**config.mk**
```make
export PLATFORM = sky130hd
export DESIGN_NAME = jset_ctrl
export DESIGN_NICKNAME = d
export VERILOG_FILES = /design/src/hw/rtl/jset_pkg.sv /design/src/hw/rtl/jset_ctrl.sv
export SDC_FILE = /design/constraint.sdc
export NUM_CORES = 1
export LEC_CHECK = 0
export BUFFER_PORTS_ARGS = -buffer_cell sky130_fd_sc_hd__buf_2
export CAP_MARGIN = 10
export CORE_AREA = 2 2 39 41
export CTS_CLUSTER_SIZE = 28
export DETAILED_ROUTE_END_ITERATION = 12
export DIE_AREA = 0 0 41 43
export SYNTH_ARGS = -nofsm -noshare
export SYNTH_HDL_FRONTEND = slang
export SYNTH_SLANG_ARGS = --single-unit
```
**constraint.sdc**
```tcl
create_clock -name clk -period 1.7 [get_ports clk]
set_input_delay 0.255 -clock clk [delete_from_list [all_inputs] [get_ports clk]]
set_output_delay 0.255 -clock clk [all_outputs]
set_load 0.05 [all_outputs]
```
**src/hw/rtl/jset_pkg.sv**
```systemverilog
`timescale 1ns / 1ps
// ----------------------------------------------------------------------------
// Julia-set escape-time package
// Shared widths, constants, codes and control/status types.
// ----------------------------------------------------------------------------
package jset_pkg;

    localparam int IDX_W   = 10;                 // pixel index width
    localparam int FRAC_W  = 28;                 // Q4.28 fraction bits
    localparam int Q_W     = 32;                 // Q4.28 word
    localparam int CNT_W   = 8;                  // iteration count / limit
    localparam int COL_W   = 8;                  // colour channel
    localparam int LVL_W   = 16;                 // count * 255
    localparam int DVD_W   = IDX_W + FRAC_W + 1; // index << 29
    localparam int SQ_W    = 2 * Q_W - FRAC_W;   // truncated product

    localparam int WIDTH_DEF  = 800;
    localparam int HEIGHT_DEF = 600;

    localparam logic signed [Q_W-1:0] C_REAL_RST = -32'sd212788786;
    localparam logic signed [Q_W-1:0] C_IMAG_RST = 32'sd43191265;
    localparam logic [CNT_W-1:0]      LIMIT_RST  = 8'd150;

    localparam logic [COL_W-1:0] GREY_LEVEL = 8'd180;
    localparam logic [LVL_W-1:0] FULL_LEVEL = 16'd255;

    typedef enum logic [1:0] {
        REG_C_REAL = 2'd0,
        REG_C_IMAG = 2'd1,
        REG_LIMIT  = 2'd2
    } reg_idx_t;

    typedef struct packed {
        logic load_in;
        logic map_idx;
        logic load_z;
        logic div_start;
        logic step;
        logic load_out;
    } cmd_t;

    typedef struct packed {
        logic div_done;
        logic go_on;     // count below limit and not escaped
        logic need_div;  // escaped with a nonzero limit
    } sts_t;

    // x / 10 for x < 256
    function automatic logic [COL_W-1:0] div10(input logic [COL_W-1:0] x);
        logic [18:0] p;
        p = 19'(x) * 19'd205;
        return p[18:11];
    endfunction

endpackage

```
**src/hw/rtl/jset_ctrl.sv**
```systemverilog
`timescale 1ns / 1ps
// ----------------------------------------------------------------------------
// Julia-set controller
// Sequences mapping, iteration, colour division and the result handshake.
// ----------------------------------------------------------------------------
module jset_ctrl (
    input  logic           clk,
    input  logic           rst_n,
    input  logic           in_valid,
    output logic           in_ready,
    output logic           out_valid,
    input  logic           out_ready,
    input  jset_pkg::sts_t sts,
    output jset_pkg::cmd_t cmd
);
    import jset_pkg::*;

    typedef enum logic [3:0] {
        S_IDLE,
        S_MAP,
        S_LOAD,
        S_SQ,
        S_TEST,
        S_LVL_WAIT,
        S_OUT
    } state_t;

    state_t state_reg, state_next;
    logic   out_valid_reg, out_valid_next;

    always_comb
    begin
        state_next = state_reg;
        cmd        = '0;
        case (state_reg)
            S_IDLE:
            begin
                if (in_valid)
                begin
                    cmd.load_in = 1'b1;
                    state_next  = S_MAP;
                end
            end
            S_MAP:
            begin
                cmd.map_idx = 1'b1;
                state_next  = S_LOAD;
            end
            S_LOAD:
            begin
                cmd.load_z = 1'b1;
                state_next = S_SQ;
            end
            S_SQ:
            begin
                state_next = S_TEST;
            end
            S_TEST:
            begin
                if (sts.go_on)
                begin
                    cmd.step   = 1'b1;
                    state_next = S_SQ;
                end
                else if (sts.need_div)
                begin
                    cmd.div_start = 1'b1;
                    state_next    = S_LVL_WAIT;
                end
                else
                begin
                    state_next = S_OUT;
                end
            end
            S_LVL_WAIT:
            begin
                if (sts.div_done)
                    state_next = S_OUT;
            end
            S_OUT:
            begin
                // hold until the output register is free
                if (!out_valid_reg || out_ready)
                begin
                    cmd.load_out = 1'b1;
                    state_next   = S_IDLE;
                end
            end
            default:
            begin
                state_next = S_IDLE;
            end
        endcase
    end

    always_comb
    begin
        if (cmd.load_out)
            out_valid_next = 1'b1;
        else if (out_ready)
            out_valid_next = 1'b0;
        else
            out_valid_next = out_valid_reg;
    end

    always_ff @(posedge clk or negedge rst_n)
    begin
        if (!rst_n)
        begin
            state_reg     <= S_IDLE;
            out_valid_reg <= 1'b0;
        end
        else
        begin
            state_reg     <= state_next;
            out_valid_reg <= out_valid_next;
        end
    end

    assign in_ready  = (state_reg == S_IDLE);
    assign out_valid = out_valid_reg;

endmodule

```
# --- After elaboration in Yosys (flattened, before gate mapping) ---
# Index checks and enable logic that the tools add are counted.
word_totals:
  register_bits: 5
  in_bits: 7
  output_inout_bits: 8
  word_cells: 34
classes:
  eq_ne: 9
  mux: 18
  reduce_logical: 5
ops:
  columns: ["operator", "n"]
  rows:
  - ["$pmux W4 S7", 1]
  - ["$mux W4", 4]
  - ["$eq A4 B3 Y1 const B", 3]
  - ["$mux W1", 11]
  - ["$eq A4 B2 Y1 const B", 2]
  - ["$ne A2 B2 Y1 const B", 3]
  - ["$eq A4 B1 Y1 const B", 1]
  - ["$logic_not A4 Y1", 1]
  - ["$mux W2", 2]
  - ["$reduce_and A3 Y1", 1]
  - ["$reduce_bool A2 Y1", 1]
  - ["$logic_not A1 Y1", 1]
  - ["$logic_or A1 B1 Y1", 1]

# --- Depth between registers and ports, before layout ---
logic_depth:
  depth_word: 5
  ltp_mapped: 4

# --- Worst setup path after synthesis ---
# OpenSTA, ideal clock, no wires.
synth_path:
  kind: "reg-to-output"
  startpoint: "reg state_reg[0]"
  endpoint: "out cmd[1] (netlist bit)"
  t_arrival_ps: 2086
  required_time_ps: 1445
  setup_slack_ps: -641
  stages_incl_launch_ff: 3
  n_path_buf: 1
  path_cell_list: "dfrtp_1 buf_6 nor4bb_1"
synth_rtl:
  columns: ["item", "line", "source"]
  rows:
  - ["start, declared", "jset_ctrl.sv:28", "state_t state_reg, state_next;"]
  - ["start signal, assigned", "jset_ctrl.sv:115", "state_reg <= state_next;"]
  - ["end, declared", "jset_ctrl.sv:14", "output jset_pkg::cmd_t cmd"]

==> results.toml <==
[grt]
first_global_vias = 262
grt_pass1_wl_um = 1050
grt_max_degree = 14
grt.total_usage = 0.0957
antenna_found_initial = 0
grt.overflow.total = 0

[cts]
root_buffer = "clkbuf_4"
htreeDepth = 1
clkSinkCount = 4
cts_buffer_depth = 2
cts_made_buffers = 3
cts_tree = "yes"
clk_latency_ns = 0.23
post_cts_buffers = 0
clkSlewWorstSetupHoldPaths_ns = 0.04

[layout]
antennaDiodeCount = 0
fin_nets = 57
largest_register_ffs = 3
syn_to_final_growth_pct = 34.7
drive_gt1_frac = 0.583

[synthesis]
synth-seq-cells = 4
syn_nets = 41
seq_area_frac_synth = 0.309
syn_inst = 34
avgSynthCellArea_um2 = 9.53
synth_cell_types = 23
syn_area_um2 = 324
ys_warn_count = 0

[sta]
setup_viol = 0
setup-tns-final_ns = 0
rsz0062_at_grt = "no"
final_hold_viol_count = 0
tightest_slew_ns = 0.282
max_freq_mhz = 629
hold_ws_ns = 0.315
slew_violations = 0
fin_crit_sh = 0.935
fin_skew_ns = 0.00300
fin_crit_ns = 1.59
slew_headroom = 0.812

[placement]
portBuffers = 14
hpwl_um = 501
place.gp.congestion = 0.690

[worst_setup_path]
cp.arrival_ns = 1.33
slowest_stage = "dfrtp_2"
path_cells = "nor3_4, and2_2, buf_2"
required_ns = 1.44
critical_path_class = "register to primary output"
worst-path-buf-inv = 1
path_delay_family = "flip-flops"
critPathMaxFanout = 12
critPathMaxStageDelay_ns = 0.50
worstSetupStartpointType = "register"
endpoint_kind = "primary output"

[floorplanning]
die-area_um2 = 1760
rows = 14
die_w_um = 41
start_util = 0.234
core_um2 = 1380
die_h_um = 43
ioPinCount = 15

[power_and_ir_drop]
power_w = 0.000949
vdd_ir_drop_max_v = 0.000747
p_leak_nw = 0.201
power.density_nw_per_um2 = 2170

[detailed_routing]
num_vias = 289
first_iter_violations = 1
antenna_left = 0
dr.pass1.iters = 2
wl_um = 632
avgRoutedWirePerCell_um = 9.88
vias_per_cell = 4.52
drc = 0

[hold_path]
hold_path.class = "input pin to register"

[run_status]
status = "finished, final reports clean"

[run]
maxCapViolCount = 0
## routing by layer
layer  global-route usage  vias up  routed length [um]
met4                0.100        0                  19
met3               0.0471        2                  39
met2                0.113       10                 293
li1                     -      148                   -
met5                    0        -                   0
met1                0.114      129                 279
## power breakdown
part           internal (W)  switching [W]  leakage, nW
combinational      0.000195       0.000335        0.141
clock             0.0000787      0.0000360       0.0138
sequential         0.000148       0.000157       0.0466
total              0.000422       0.000528        0.201
## cells in the final DEF (no fill, tap or decap), drive strengths merged, types with 2 or more instances in the layout
cell | netlist | final
buf | 4 | 14
clkbuf | 0 | 3
nor3 | 3 | 3
nand2b | 4 | 4
o21ai | 2 | 2
dfrtp | 4 | 4
nor2 | 3 | 3
## final timing paths
| kind | slack [ns] | depth (start not counted) | end | start |
|---|---|---|---|---|
| max | 0.11 | 3 | cmd[5] | state_reg[2] |
| min in group asynchronous | 0.35 | 2 | state_reg[2] | rst_n |
| max in group asynchronous | 1.22 | 2 | state_reg[0] | rst_n |
| min reg2reg | 0.53 | 2 | out_valid | out_valid |
| min | 0.31 | 3 | out_valid | out_ready |
| max reg2reg | 0.61 | 3 | state_reg[1] | state_reg[1] |
## worst reg2reg max path: cells and delay by family, from the launching register on
family / cells / cell delay (ns)
DFF: 1 / 0.52
AOI/OAI and AO/OA: 2 / 0.31
buffers and inverters: 1 / 0.12
## cells in the mapped netlist, drive strengths merged
cell,count,share of area
o22ai,1,0.019
nor4b,1,0.046
o21ai,2,0.031
nand2,1,0.012
nor3,3,0.062
dfrtp,4,0.31
xor2,1,0.027
buf,4,0.12
and2,1,0.019
nor2b,1,0.019
a211oi,1,0.039
nor3b,1,0.023
nand3b,1,0.023
inv,1,0.012
nor2,3,0.035
a31o,1,0.027
nor4bb,1,0.031
nand2b,4,0.077
a22o,1,0.027
a221oi,1,0.046
## stage by stage
stage	setup WS, ns	util	area [um2]	std cells
after floorplan	-0.153	-	348	34
after global placement	0.231	0.289	400	60
after detailed placement	0.234	0.289	400	60
after CTS	0.0134	0.315	435	64
after global routing	0.0298	0.316	437	64
final	0.111	0.316	437	64
## final cells by class
cell class                      instances  area, um2
Sequential cell                         4        104
Timing Repair Buffer                   15       80.1
Multi-Input combinational cell         25        206
Inverter                                1       3.75
Clock buffer                            3       22.5
Tap cell                               16       20.0
Fill cell                             157        947
## logic make-up after synthesis
kind of cell    after synthesis  synth area share
simple gates                 17             0.347
compound gates                7             0.189
buf+inv                       5             0.127
flops                         4             0.309
xor+xnor                      1            0.0270
## what timing repair did
action	CTS	global route
pin swaps	0	0
cloned	0	0
hold buffers	1	0
resized for setup	2	1
endpoints found under the setup margin	4	5
endpoints found under the hold margin	4	0
No activity file was read; power rests on OpenSTA's default activity.
